--- config.mk ---
export PLATFORM = sky130hd
export DESIGN_NAME = level_crossing_pair_detector
export DESIGN_NICKNAME = d
export VERILOG_FILES = /design/src/rtl/core/lcpd_pkg.sv /design/src/rtl/core/level_crossing_pair_detector.sv /design/src/rtl/core/lcpd_front.sv /design/src/rtl/core/lcpd_queue.sv /design/src/rtl/core/lcpd_back.sv
export SDC_FILE = /design/constraint.sdc
export NUM_CORES = 1
export LEC_CHECK = 0
export BUFFER_PORTS_ARGS = -buffer_cell sky130_fd_sc_hd__clkbuf_2
export CORE_ASPECT_RATIO = 0.9
export CORE_UTILIZATION = 47
export DETAILED_ROUTE_END_ITERATION = 8
export PLACE_DENSITY_LB_ADDON = 0.15
export SYNTH_ARGS = -nofsm -noshare
export SYNTH_HDL_FRONTEND = slang
export SYNTH_SLANG_ARGS = --single-unit
--- constraint.sdc ---
create_clock -name clk -period 9.6 [get_ports clk]
set_input_delay 0.48 -clock clk [delete_from_list [all_inputs] [get_ports clk]]
set_output_delay 0.48 -clock clk [all_outputs]
set_load 0.01 [all_outputs]
--- src/rtl/core/lcpd_pkg.sv ---
// ----------------------------------------------------------------------------
// lcpd_pkg
// Shared types and constants of the level crossing pair detector.
// ----------------------------------------------------------------------------
`default_nettype none

package lcpd_pkg;

  localparam longint LCPD_MAX_RECORD_LEN = 64'd1048576;
  localparam int     LCPD_SAMPLE_BITS    = 16;

  localparam int IDX_W       = 20;
  localparam int TH_W        = 16;
  localparam int QUEUE_DEPTH = 4;

  typedef struct packed {
    logic [IDX_W-1:0] first_index;
    logic [IDX_W-1:0] second_index;
    logic             positive_level;
    logic             first_entering;
    logic             last_of_item;
  } pair_t;

  typedef struct packed {
    logic [1:0] cnt;
    pair_t      p0;
    pair_t      p1;
  } push_t;

endpackage

`default_nettype wire

--- src/rtl/core/level_crossing_pair_detector.sv ---
// ----------------------------------------------------------------------------
// level_crossing_pair_detector
// Finds entering/leaving level crossing points in a sample record and
// reports same-polarity pairs of opposite direction.
// ----------------------------------------------------------------------------
//  channel  dir  handshake          payload
//  cfg      in   cfg_wr_en          cfg_wr_data (threshold level)
//  in       in   in_valid/in_ready  in_sample, in_record_end
//  out      out  out_valid/out_ready first/second index, polarity, entering, last
//
//  an input beat is taken in one cycle while the queue has two free slots
//  a sample yields zero, one or two pairs; the output stage drains one pair
//  per cycle while out_ready is high
//  synchronous reset clears all history and the queue, no clearing pass
//  output stalls are absorbed by a four-entry queue, then in_ready drops
// ----------------------------------------------------------------------------
`default_nettype none

module level_crossing_pair_detector
  import lcpd_pkg::*;
#(
  parameter longint MAX_RECORD_LEN = LCPD_MAX_RECORD_LEN,
  parameter int     SAMPLE_BITS    = LCPD_SAMPLE_BITS
) (
  input  logic                   clk,
  input  logic                   rst_n,
  input  logic                   cfg_wr_en,
  input  logic [TH_W-1:0]        cfg_wr_data,
  input  logic                   in_valid,
  output logic                   in_ready,
  input  logic [SAMPLE_BITS-1:0] in_sample,
  input  logic                   in_record_end,
  output logic                   out_valid,
  input  logic                   out_ready,
  output logic [IDX_W-1:0]       out_first_index,
  output logic [IDX_W-1:0]       out_second_index,
  output logic                   out_positive_level,
  output logic                   out_first_entering,
  output logic                   out_last_of_item
);

  push_t push;
  logic  q_space, q_valid, q_pop;
  pair_t q_head, out_pair;

  lcpd_front #(
    .MAX_RECORD_LEN(MAX_RECORD_LEN),
    .SAMPLE_BITS   (SAMPLE_BITS)
  ) u_front (
    .clk          (clk),
    .rst_n        (rst_n),
    .cfg_wr_en    (cfg_wr_en),
    .cfg_wr_data  (cfg_wr_data),
    .in_valid     (in_valid),
    .in_ready     (in_ready),
    .in_sample    (in_sample),
    .in_record_end(in_record_end),
    .q_space      (q_space),
    .push         (push)
  );

  lcpd_queue u_queue (
    .clk    (clk),
    .rst_n  (rst_n),
    .push   (push),
    .q_space(q_space),
    .q_valid(q_valid),
    .q_head (q_head),
    .q_pop  (q_pop)
  );

  lcpd_back u_back (
    .clk      (clk),
    .rst_n    (rst_n),
    .q_valid  (q_valid),
    .q_head   (q_head),
    .q_pop    (q_pop),
    .out_valid(out_valid),
    .out_ready(out_ready),
    .out_pair (out_pair)
  );

  assign out_first_index    = out_pair.first_index;
  assign out_second_index   = out_pair.second_index;
  assign out_positive_level = out_pair.positive_level;
  assign out_first_entering = out_pair.first_entering;
  assign out_last_of_item   = out_pair.last_of_item;

endmodule

`default_nettype wire

--- src/rtl/core/lcpd_front.sv ---
// ----------------------------------------------------------------------------
// lcpd_front
// Sample history, crossing classification and pending point tracking.
// ----------------------------------------------------------------------------
`default_nettype none

module lcpd_front
  import lcpd_pkg::*;
#(
  parameter longint MAX_RECORD_LEN = LCPD_MAX_RECORD_LEN,
  parameter int     SAMPLE_BITS    = LCPD_SAMPLE_BITS
) (
  input  logic                   clk,
  input  logic                   rst_n,
  input  logic                   cfg_wr_en,
  input  logic [TH_W-1:0]        cfg_wr_data,
  input  logic                   in_valid,
  output logic                   in_ready,
  input  logic [SAMPLE_BITS-1:0] in_sample,
  input  logic                   in_record_end,
  input  logic                   q_space,
  output push_t                  push
);

  localparam int CNT_W = $clog2(MAX_RECORD_LEN);
  localparam int EXT_W = (CNT_W > IDX_W) ? CNT_W : IDX_W;
  localparam int CMP_W = (SAMPLE_BITS > TH_W) ? SAMPLE_BITS : TH_W;
  localparam logic [CNT_W-1:0] CNT_MAX = CNT_W'(MAX_RECORD_LEN - 64'd1);

  logic [TH_W-1:0]        threshold_r;
  logic [SAMPLE_BITS-1:0] older_r, middle_r;
  logic [CNT_W-1:0]       count_r;
  logic                   pend_valid_r, pend_pos_r, pend_ent_r;
  logic [IDX_W-1:0]       pend_idx_r;

  logic                   accept;
  logic [CMP_W-1:0]       lvl;
  logic                   mid_hit, pos, enter, leave, pair_a, pair_b;
  logic [EXT_W-1:0]       cnt_ext;
  logic [IDX_W-1:0]       idx_a, idx_b;
  pair_t                  a, b;

  function automatic logic [CMP_W-1:0] mag(input logic [SAMPLE_BITS-1:0] s);
    logic [SAMPLE_BITS-1:0] m;
    m = s[SAMPLE_BITS-1] ? (~s + SAMPLE_BITS'(1)) : s;
    return CMP_W'(m);
  endfunction

  assign accept   = in_valid && in_ready;
  assign in_ready = q_space;
  assign lvl      = CMP_W'(threshold_r);
  assign cnt_ext  = EXT_W'(count_r);
  assign idx_b    = IDX_W'(cnt_ext - EXT_W'(1));
  assign idx_a    = IDX_W'(cnt_ext - EXT_W'(2));

  always_comb begin
    mid_hit = (count_r >= CNT_W'(2)) && (mag(middle_r) >= lvl);
    pos     = !middle_r[SAMPLE_BITS-1] && (middle_r != '0);
    enter   = mid_hit && ((mag(older_r) < lvl) ||
                          (older_r[SAMPLE_BITS-1] != middle_r[SAMPLE_BITS-1]));
    leave   = mid_hit && ((mag(in_sample) < lvl) ||
                          (in_sample[SAMPLE_BITS-1] != middle_r[SAMPLE_BITS-1]));
    pair_a  = enter && pend_valid_r && (pend_pos_r == pos) && !pend_ent_r;
    // a leaving point right after an entering point of the same sample always pairs
    pair_b  = leave && (enter || (pend_valid_r && (pend_pos_r == pos) && pend_ent_r));

    a.first_index    = pend_idx_r;
    a.second_index   = idx_a;
    a.positive_level = pos;
    a.first_entering = pend_ent_r;
    a.last_of_item   = !pair_b;

    b.first_index    = enter ? idx_a : pend_idx_r;
    b.second_index   = idx_b;
    b.positive_level = pos;
    b.first_entering = enter ? 1'b1 : pend_ent_r;
    b.last_of_item   = 1'b1;

    push.p0  = pair_a ? a : b;
    push.p1  = b;
    push.cnt = accept ? (2'(pair_a) + 2'(pair_b)) : 2'd0;
  end

  always_ff @(posedge clk) begin
    if (!rst_n) begin
      threshold_r  <= '0;
      older_r      <= '0;
      middle_r     <= '0;
      count_r      <= '0;
      pend_valid_r <= 1'b0;
      pend_idx_r   <= '0;
      pend_pos_r   <= 1'b0;
      pend_ent_r   <= 1'b0;
    end else begin
      if (cfg_wr_en) begin
        threshold_r <= cfg_wr_data;
      end
      if (accept) begin
        if (in_record_end) begin
          older_r      <= '0;
          middle_r     <= '0;
          count_r      <= '0;
          pend_valid_r <= 1'b0;
          pend_idx_r   <= '0;
          pend_pos_r   <= 1'b0;
          pend_ent_r   <= 1'b0;
        end else begin
          older_r  <= middle_r;
          middle_r <= in_sample;
          if (count_r != CNT_MAX) begin
            count_r <= count_r + CNT_W'(1);
          end
          if (leave) begin
            pend_valid_r <= 1'b1;
            pend_idx_r   <= idx_b;
            pend_pos_r   <= pos;
            pend_ent_r   <= 1'b0;
          end else if (enter) begin
            pend_valid_r <= 1'b1;
            pend_idx_r   <= idx_a;
            pend_pos_r   <= pos;
            pend_ent_r   <= 1'b1;
          end
        end
      end
    end
  end

endmodule

`default_nettype wire

--- src/rtl/core/lcpd_queue.sv ---
// ----------------------------------------------------------------------------
// lcpd_queue
// Short pair queue, up to two writes and one read per cycle.
// ----------------------------------------------------------------------------
`default_nettype none

module lcpd_queue
  import lcpd_pkg::*;
(
  input  logic  clk,
  input  logic  rst_n,
  input  push_t push,
  output logic  q_space,
  output logic  q_valid,
  output pair_t q_head,
  input  logic  q_pop
);

  localparam int PTR_W = $clog2(QUEUE_DEPTH);
  localparam int QC_W  = $clog2(QUEUE_DEPTH + 1);

  pair_t            entries_r [QUEUE_DEPTH];
  logic [PTR_W-1:0] wr_ptr_r, rd_ptr_r;
  logic [QC_W-1:0]  cnt_r;

  assign q_space = cnt_r <= QC_W'(QUEUE_DEPTH - 2);
  assign q_valid = cnt_r != '0;
  assign q_head  = entries_r[rd_ptr_r];

  always_ff @(posedge clk) begin
    if (push.cnt != 2'd0) begin
      entries_r[wr_ptr_r] <= push.p0;
    end
    if (push.cnt == 2'd2) begin
      entries_r[wr_ptr_r + PTR_W'(1)] <= push.p1;
    end
  end

  always_ff @(posedge clk) begin
    if (!rst_n) begin
      wr_ptr_r <= '0;
      rd_ptr_r <= '0;
      cnt_r    <= '0;
    end else begin
      wr_ptr_r <= wr_ptr_r + PTR_W'(push.cnt);
      rd_ptr_r <= rd_ptr_r + PTR_W'(q_pop);
      cnt_r    <= cnt_r + QC_W'(push.cnt) - QC_W'(q_pop);
    end
  end

endmodule

`default_nettype wire

--- src/rtl/core/lcpd_back.sv ---
// ----------------------------------------------------------------------------
// lcpd_back
// Output stage, presents one pair per beat from the queue head.
// ----------------------------------------------------------------------------
`default_nettype none

module lcpd_back
  import lcpd_pkg::*;
(
  input  logic  clk,
  input  logic  rst_n,
  input  logic  q_valid,
  input  pair_t q_head,
  output logic  q_pop,
  output logic  out_valid,
  input  logic  out_ready,
  output pair_t out_pair
);

  logic  out_valid_r;
  pair_t out_pair_r;
  logic  load;

  assign load      = !out_valid_r || out_ready;
  assign q_pop     = load && q_valid;
  assign out_valid = out_valid_r;
  assign out_pair  = out_pair_r;

  always_ff @(posedge clk) begin
    if (!rst_n) begin
      out_valid_r <= 1'b0;
    end else if (load) begin
      out_valid_r <= q_valid;
    end
  end

  always_ff @(posedge clk) begin
    if (q_pop) begin
      out_pair_r <= q_head;
    end
  end

endmodule

`default_nettype wire

* Word-level counts from Yosys, hierarchy flattened
Memory sizes are Yosys's and may differ from the RTL's. A register that Yosys moved wholly into a read port is not among the register bits. Index checks and enable logic that the tools add are counted.
Word-level totals: memories kept 1, register bits after elaboration 99, memory bits (writable) 172
Cells by class: magnitude comparators 5, reductions and logical operators 27, equality and inequality tests 5, bitwise logic cells 3, mux-type cells 25, $add $sub $neg 12
Memory list:
- u_queue.entries_r | words 4, width 43, rd ports 1, clocked after memory_dff 1, write ports 2, line lcpd_queue.sv:22 | pair_t entries_r [QUEUE_DEPTH];
Operator list (number):
- 20-bit 2-to-1 mux | 5
- 16-bit 2-to-1 mux | 5
- 16-bit by 1-bit adder with 16-bit output, second input constant | 3
- 16-bit inverter | 3
- 43-bit 2-to-1 mux | 1
- 16-bit less-than comparator | 2
- 20-bit by 1-bit adder with 20-bit output, second input constant | 1
- 20-bit by 2-bit >= comparator with 1-bit output, second input constant | 1
- 20-bit != test, second input constant | 1
- 20-bit by 1-bit subtractor with 20-bit output, second input constant | 1
- 20-bit by 2-bit subtractor with 20-bit output, second input constant | 1
- 16-bit >= comparator | 1
- 16-bit nonzero test | 1
- 1-bit 2-to-1 mux | 13
- 1-bit logical AND | 12
- 3-bit nonzero test | 2
- 1-bit zero test | 4
- 1-bit logical OR | 4
- 2-bit AND reduction | 2
- 2-bit nonzero test | 2
- 3-bit by 2-bit adder with 3-bit output | 1
- 3-bit by 2-bit less-or-equal comparator with 1-bit output, second input constant | 1
- 3-bit by 1-bit subtractor with 3-bit output | 1
- 1-bit by 1-bit adder with 2-bit output | 1
- 7 further kinds | 8

* Depth between registers and ports, before layout
Gate-level depths: netlist of run 1.
depth after elaboration 14, mapped depth 25, mapped depth without buffers 22

* Modules after synthesis
A second synthesis of run 1 with hierarchy kept.
Second synthesis, totals: cell total of the unflattened synthesis 1468, area total of the unflattened synthesis 17418.0 um^2
Modules (own cells, without submodules):
- lcpd_queue | area an instance 8773.4 um^2, times used 1, cells an instance 458
- lcpd_front | area an instance 7305.8 um^2, times used 1, cells an instance 963
- lcpd_back | area an instance 1338.8 um^2, times used 1, cells an instance 47

* Worst setup path before layout of run 1
No wires, ideal clock.
kind register to register, start register u_front.older_r[0], end memory u_queue.entries_r[1][14] in the netlist's numbering (data pin), buffers on the path 3, period minus slack after synthesis 6.154 ns, stages on the path, launching flop included 25, arrival 5.986 ns, setup time 0.168 ns, required time 9.432 ns, setup slack 3.446 ns, cell sequence dfxtp_1 -> inv_1 -> ha_1 -> nand2_1 -> or3_1 -> or3_1 -> o41ai_1 -> xnor2_1 -> ha_1 -> nand4_1 -> nor2_1 -> a221oi_1 -> and3_1 -> o211a_2 -> buf_6 -> buf_6 -> clkbuf_1 -> nor2_1 -> nor3_1 -> ha_1 -> nor4_1 -> nor2_1 -> inv_1 -> o21ai_0 -> a211oi_1
RTL lines:
- from (decl) | line lcpd_front.sv:31 | logic [SAMPLE_BITS-1:0] older_r, middle_r;
- from (signal assigned) | line lcpd_front.sv:108 | older_r <= middle_r;
- to (decl) | line lcpd_queue.sv:22

==> results of run 1 <==
==> layout by cell type (no fill, tap or decap), types with 13 or more instances in the layout <==
cell type  netlist  routed
edfxtp_1       211     211
o22ai_1         64      64
o211ai_1        26      26
nand2_1        104     103
o2bb2ai_1       41      41
a21boi_0        26      26
xor2_1          30      30
ha_1            61      61
nand3b_1        32      32
inv_1           48      44
clkbuf_16        0      37
nand4_1         16      16
clkbuf_2         0      82
mux4_2          43      43
dfxtp_1        103     101
nand3_1         26      26
a21oi_1         36      35
buf_4            2      14
o21ai_0         41      41
nand2b_1        14      14
nor2_1         105     105
xnor2_1         74      74
mux2i_1         20      20
nor3_1          27      27
a22o_1          28      28
or3_1           13      13
==> state kept, by name, summed over array words and instances (netlist names) <==
| signal | cells |
|---|---|
| u_back.out_pair | 43 |
| u_back.out_valid | 1 |
| u_front.cnt_ext | 20 |
| u_front.lvl | 16 |
| u_front.middle_r | 16 |
| u_front.older_r | 16 |
| u_front.pend_ent_r | 1 |
| u_front.pend_idx_r | 20 |
| u_front.pend_pos_r | 1 |
| u_front.pend_valid_r | 1 |
| u_queue.cnt_r | 3 |
| u_queue.entries_r | 172 |
| u_queue.rd_ptr_r | 2 |
| u_queue.wr_ptr_r | 2 |
==> where the power goes <==
group          switching, W  internal (W)
combinational      0.000495      0.000339
sequential        0.0000990       0.00159
clock              0.000567      0.000787
total               0.00116       0.00272
==> worst min-delay path, stage by stage <==
cell      delay (ns)
clkbuf_2        0.07
mux2i_1         0.05
nor2_1          0.07
==> layer usage <==
layer	vias to the layer above	part of all wire, %
met5	-	0
met1	5962	45
met3	66	7.7
li1	5680	-
met4	0	1.7
met2	481	45
==> cell type report <==
| type | count | area (um2) | area share [%] |
|---|---|---|---|
| multi-input combinational | 1006 | 7810 | 41.9 |
| sequential | 314 | 8400 | 45.0 |
| timing repair buffer | 96 | 515 | 2.76 |
| clock buffer | 46 | 990 | 5.30 |
| tap | 469 | 587 | 3.14 |
| inverter | 49 | 186 | 0.999 |
| clock inverter | 18 | 165 | 0.885 |
==> metrics by stage <==
stage               utilization (%)  instances  worst slack [ns]
floorplan                         -       1467              3.45
global placement               49.7       1934              2.97
detailed placement             49.7       1934              2.74
CTS                            53.0       1998              2.74
global route                   53.0       1998              2.19
finish                         53.0       1998              2.67
==> cell families (layout without fill, tap and decap cells) <==
kind of cell	after synthesis	after routing	synth area share, %
buffers and inverters	147	209	3.98
muxes	77	77	7.88
AOI/OAI and AO/OA	371	371	16.3
DFF	314	314	49.8
and+or+nand+nor	392	392	12.0
adders and majority gates	62	62	4.64
xor gates and xnor gates	104	104	5.40
==> worst max path at each step <==
stage | depth (start not counted) | start | to | slack [ns]
3_5_place_dp | 24 | u_front.older_r[0] | u_queue.entries_r[3][6] | 2.74
2_1_floorplan | 24 | u_front.older_r[0] | u_queue.entries_r[1][14] | 3.45
3_3_place_gp | 24 | u_front.older_r[0] | u_queue.entries_r[3][16] | 2.97
4_1_cts | 24 | u_front.older_r[0] | u_queue.entries_r[3][6] | 2.74
5_1_grt | 24 | u_front.older_r[0] | u_queue.entries_r[3][16] | 2.19
6_report | 24 | u_front.older_r[0] | u_queue.entries_r[3][6] | 2.67
==> flow_metrics.env, run 1 <==
export IMPL_status="finished, final reports clean"
export IMPL_synth_seq_cells=314
export IMPL_grt_max_degree=53
export IMPL_syn_instance_count=1467
export IMPL_cts_buffer_depth=3
export IMPL_drive_gt1_share_pct=15.8
export IMPL_power_leakage_nw=6.61
export IMPL_fmax_ghz=0.144
export IMPL_clock_latency_ns=0.54
export IMPL_gp_congestion=0.889
export IMPL_grt_use_total_pct=24.8
export IMPL_regToRegStartpoint="u_front.older_r[0]"
export IMPL_nFillCells=3011
export IMPL_ctsResizeCount=0
export IMPL_critPathKind="reg2reg"
export IMPL_synth_most_common_cell="edfxtp_1"
export IMPL_postSynthAreaPerCell_um2=11.5
export IMPL_cts_buffers=35
export IMPL_synth_edf_count=211
export IMPL_setup_tns_ns=0
export IMPL_final_area_um2=18700
export IMPL_cts_setup_buffers=0
export IMPL_grt_setup_unrepaired="no"
export IMPL_worstPathMaxFanout=41
export IMPL_wire_per_inst_um=22.5
export IMPL_n_antenna_cell=0
export IMPL_ys_types=85
export IMPL_slowest_delay_ns=0.60
export IMPL_grt_overflow=0
export IMPL_hold_end="u_front.lvl[4]"
export IMPL_die_area_um2=36700
export IMPL_cpMaxStageDelayCell="inv_2"
export IMPL_drtIter0Drc=985
export IMPL_wirelength_mm=45.0
export IMPL_worstPathCellList="inv_1 > ha_1 > nand2_1 > or3_1 > or3_1 > o41ai_1 > xnor2_1 > ha_1 > nand4_1 > nor2_1 > a221oi_1 > and3_1 > o211a_2 > buf_4 > nand2_8 > inv_4 > ha_1 > o21ai_2 > nor3b_2 > nor2_1 > inv_2 > buf_4 > o21ai_0 > a211oi_1"
export IMPL_chipWidth_um=202
export IMPL_worst_r2r_cell_count=24
export IMPL_rows=65
export IMPL_htree_levels=2
export IMPL_vias=12189
export IMPL_top_usage_layer="met2"
export IMPL_period_needed_ns=6.93
export IMPL_worstHoldPathCells=3
export IMPL_start_util_pct=47.9
export IMPL_die_h_um=182
export IMPL_ios=83
export IMPL_synth_area_leaders="edfxtp_1, dfxtp_1, mux4_2, ha_1, xnor2_1"
export IMPL_worst_ep_arrival_time_ns=7.28
export IMPL_use_met1_pct=35.3
export IMPL_cts_sinks=314
export IMPL_grt_pass1_wl_mm=70.2
export IMPL_finClkSkew_ns=0.0220
export IMPL_worst_pin_slew_ns=1.15
export IMPL_path_delay_family="simple AND/OR/NAND/NOR gates"
export IMPL_core_area_um2=35200
export IMPL_antenna_left=0
export IMPL_maxCapViolations=0
export IMPL_syn_nets=1567
export IMPL_grt_pass1_vias=11745
export IMPL_slew_headroom_pct=23.3
export IMPL_r2r_end="u_queue.entries_r[3][6]"
export IMPL_fin_crit_sh_pct=72.1
export IMPL_hold_buffers=0
export IMPL_syn_to_final_growth_pct=10.6
export IMPL_rrSetupSlack_ns=2.67
export IMPL_ys_warn_count=0
export IMPL_synth_yosys_seq_area_share_pct=49.8
export IMPL_cp_num_buf_inv=5
export IMPL_ir_drop_uv=126
export IMPL_slew_viol_final=0
export IMPL_netlist_area_um2=16900
export IMPL_use_met3_pct=5.04
export IMPL_synth_top_cell_area_share_pct=37.6
export IMPL_synth_area_leader_cell="edfxtp_1"
export IMPL_totalPowerFinal_w=0.00388
export IMPL_drc_errors=0
export IMPL_dpl_cell_area_um2=17500
export IMPL_setup_viol=0
export IMPL_clk_pin_slew_ns=0.06
export IMPL_min_delay_start="cfg_wr_data[4]"
export IMPL_drt_pass1_iterations=5
export IMPL_viasPerCell=6.10
export IMPL_cp_common_cell="ha_1"
export IMPL_antenna_found_initial=0
export IMPL_use_met2_pct=38.9
export IMPL_synth_flop_cell="edfxtp_1"
export IMPL_worst_setup_path_end_kind="register"
export IMPL_cp_start_kind="register"
export IMPL_root_buffer="clkbuf_16"
export IMPL_ys_async_sr_fraction_pct=0
export IMPL_holdWs_ns=0.172
export IMPL_synth_commonest_cells="edfxtp_1, nor2_1, nand2_1"
export IMPL_power_density_nw_per_um2=208
export IMPL_dp_hpwl_mm=29.8
export IMPL_nets=1602
export IMPL_finalHoldViolCount=0
export IMPL_worstHoldPathType="in2reg"
export IMPL_cts_tree="done"
export IMPL_portBuffers=82
export IMPL_worstPathRequired_ns=9.95
Note: power is estimated with default switching activity, not from simulation.
==> run 2: changes to the inputs <==
Settings changed: ABC_AREA set to 1.
Clock period 9.6 ns to 6.85 ns, I/O delays scaled along.
==> run 2 against run 1 <==
Sequential share of layout area decreased by 2.9 points. Highest routed layer unchanged. Utilization increased by 0.26 points. Total power increased by 42%. Largest cell class is now multi-input gates. Clock skew increased by 0.0068 ns. Synthesized area increased by 6.8%. Synthesized cell count increased by 57%. Via count increased by 30%. Fmax increased by 14%.
==> flow_metrics.env, run 2 <==
export IMPL_synth_xor_area_share_pct=3.55
export IMPL_place_ws_ns=0.893
export IMPL_viasPerCell=5.58
export IMPL_clk_pin_slew_ns=0.05
export IMPL_yosys_area_share_simple_pct=29.4
export IMPL_worstPathRequired_ns=7.09
export IMPL_htree_levels=2
export IMPL_nFillCells=3502
export IMPL_worstHoldPathCells=3
export IMPL_rrSetupSlack_ns=0.79
export IMPL_synth_edf_count=211
export IMPL_cts_tree="done"
export IMPL_cp_start_kind="register"
export IMPL_start_util_pct=48.1
export IMPL_synth_seq_cells=314
export IMPL_drt_pass1_iterations=5
export IMPL_status="finished, final reports clean"
export IMPL_gp_congestion=0.954
export IMPL_largest_reg_flops=172
export IMPL_chipWidth_um=208
export IMPL_seq_area_um2=8400
export IMPL_syn_instance_count=2306
export IMPL_worst_ep_arrival_time_ns=6.29
export IMPL_synth_adder_area_share_pct=4.35
export IMPL_portBuffers=82
export IMPL_ys_warn_count=0
export IMPL_ys_types=41
export IMPL_setup_tns_ns=0
export IMPL_antenna_left=0
export IMPL_comb_power_share_pct=23.8
export IMPL_drc_errors=0
export IMPL_setup_viol=0
export IMPL_synth_compound_area_share_pct=9.20
export IMPL_setup_ws_ns=0.793
export IMPL_synth_flop_cell="edfxtp_1"
export IMPL_grt_setup_unrepaired="no"
export IMPL_antenna_found_initial=0
export IMPL_p_int_w=0.00369
export IMPL_fmax_ghz=0.165
export IMPL_synth_top_cell_area_share_pct=35.2
export IMPL_slew_viol_final=0
export IMPL_final_cell_mix="nand2_1, nand3_1, edfxtp_1"
export IMPL_cts_sinks=314
export IMPL_netlist_area_um2=18000
export IMPL_wirelength_mm=52.7
export IMPL_critPathKind="reg2reg"
export IMPL_ios=83
export IMPL_nets=2435
export IMPL_postSynthAreaPerCell_um2=7.81
export IMPL_worst_r2r_cell_count=26
export IMPL_die_area_um2=39100
export IMPL_grt_pass1_wl_mm=83.3
export IMPL_finalHoldViolCount=0
export IMPL_finClkSkew_ns=0.0288
export IMPL_worst_setup_path_end_kind="register"
export IMPL_maxCapViolations=0
export IMPL_synth_commonest_cells="nand2_1, nand3_1, edfxtp_1"
export IMPL_synth_area_leader_cell="edfxtp_1"
export IMPL_cts_buffer_depth=3
export IMPL_top_register="u_queue.entries_r"
export IMPL_multi_input_area_um2=8410
export IMPL_wire_per_inst_um=18.5
export IMPL_power_frac_clock_pct=34.5
export IMPL_drtIter0Drc=1172
export IMPL_slew_headroom_pct=22.4
export IMPL_synth_top_family_by_area="simple AND/OR/NAND/NOR gates"
export IMPL_r2r_end="u_queue.entries_r[1][27]"
export IMPL_period_needed_ns=6.06
export IMPL_synth_most_common_cell="nand2_1"
export IMPL_synth_area_leaders="edfxtp_1, nand2_1, dfxtp_1, nand3_1, ha_1"
export IMPL_synth_area_mux_share_pct=0
export IMPL_syn_nets=2406
export IMPL_holdWs_ns=0.0477
export IMPL_n_antenna_cell=0
export IMPL_final_common_cell="nand2_1"
export IMPL_grt_pass1_vias=15038
export IMPL_dp_hpwl_mm=35.3
export IMPL_rows=67
export IMPL_power_density_nw_per_um2=276
export IMPL_grt_overflow=0
export IMPL_root_buffer="clkbuf_16"
export IMPL_drive_gt1_share_pct=9.78
export IMPL_worst_pin_slew_ns=1.16
export IMPL_fin_crit_sh_pct=88.4
export IMPL_min_delay_start="cfg_wr_data[0]"
export IMPL_worstPathMaxFanout=26
export IMPL_cts_setup_buffers=0
export IMPL_hold_buffers=0
export IMPL_pwr_share_seq_pct=41.7
export IMPL_synth_yosys_seq_area_share_pct=46.6
export IMPL_regToRegStartpoint="u_front.older_r[0]"
export IMPL_totalPowerFinal_w=0.00550
export IMPL_ir_drop_uv=480
export IMPL_core_area_um2=37500
export IMPL_vias=15879
export IMPL_hold_end="u_front.lvl[0]"
export IMPL_worstHoldPathType="in2reg"
export IMPL_clock_latency_ns=0.54
export IMPL_power_leakage_nw=8.40
export IMPL_cts_buffers=36
export IMPL_grt_max_degree=60
export IMPL_final_core_util_pct=53.2
export IMPL_ctsResizeCount=0
export IMPL_power_switching_w=0.00181
export IMPL_switching_share_pct=32.9
export IMPL_die_h_um=188
export IMPL_grt_use_total_pct=27.1
export IMPL_syn_to_final_growth_pct=10.7
export IMPL_ys_async_sr_fraction_pct=0
run 2: cell types whose count changed in the layout (fill, tap and decap cells not counted), moves of 26 or more:
cell	delta
a22o_1	-28
nand2_2	+43
a21oi_1	+83
nor2_1	+70
o21ai_0	+87
nand3_1	+239
nand2_1	+552
xor2_1	+27
mux4_2	-43
o211ai_1	-26
o2bb2ai_1	-41
xnor2_1	-58
inv_1	+149
run 2: metal layers:
metal / vias up / GRT usage [%] / share of wire (%)
li1: 7724 / - / -
met1: 7456 / 36.8 / 44
met2: 605 / 44.8 / 46
met3: 94 / 3.85 / 7.3
met4: 0 / 8.03 / 2.3
met5: - / 0 / 0
run 2: cell families after synthesis:
family,after synthesis
DFF,314
xor gates and xnor gates,73
and+or+nand+nor,1230
adders and majority gates,62
buffers and inverters,316
AOI/OAI and AO/OA,311
run 2: how the worst max path moves through the flow:
stage / to / startpoint
floorplan: u_queue.entries_r[0][10] / u_front.middle_r[0]
global placement: u_queue.entries_r[3][6] / u_front.older_r[0]
detailed placement: u_queue.entries_r[1][11] / u_front.older_r[0]
CTS: u_queue.entries_r[0][4] / u_front.older_r[0]
global route: u_queue.entries_r[1][4] / u_front.older_r[0]
finish: u_queue.entries_r[1][27] / u_front.older_r[0]
run 2: per-stage QoR:
step	std cells	instance area, um2
2_1_floorplan	2306	18000
3_3_place_gp	2780	18800
3_5_place_dp	2780	18800
4_1_cts	2845	20000
5_1_grt	2845	20000
6_report	2845	20000
run 2: worst max-delay path, stage by stage, from the launching register on:
cell and delay, ns:
dfxtp_1 0.32, inv_1 0.09, ha_1 0.15, inv_1 0.05, nor3_1 0.19, nor3b_1 0.39
nand3_1 0.21, o31ai_1 0.28, xnor2_1 0.16, ha_1 0.26, nand4_1 0.12, a31oi_1 0.05
nor2_1 0.08, nand2_1 0.05, nand2_1 0.56, nand2_4 0.40, nor2_4 0.20, nand2_2 0.07
inv_1 0.09, ha_1 0.15, inv_1 0.04, nor2_1 0.33, inv_1 0.11, nor2_1 0.23
nand2_1 0.17, nand2_2 0.64, buf_4 0.33
run 2: final cells by class:
class / instances / share of cell area [%]
sequential: 314 / 42.1
timing repair buffer: 110 / 3.24
tap: 483 / 3.03
multi-input combinational: 1676 / 42.1
clock inverter: 17 / 0.696
inverter: 197 / 3.71
clock buffer: 48 / 5.10
run 2: power groups by stage:
stage,Sequential [W],Combinational (W),Clock (W)
final,0.00229,0.00131,0.00190
after global routing,0.00231,0.00145,0.00199
after CTS,0.00229,0.00131,0.00193
after detailed placement,0.00233,0.00130,0
after global placement,0.00233,0.00129,0
after floorplan,0.00239,0.000757,0
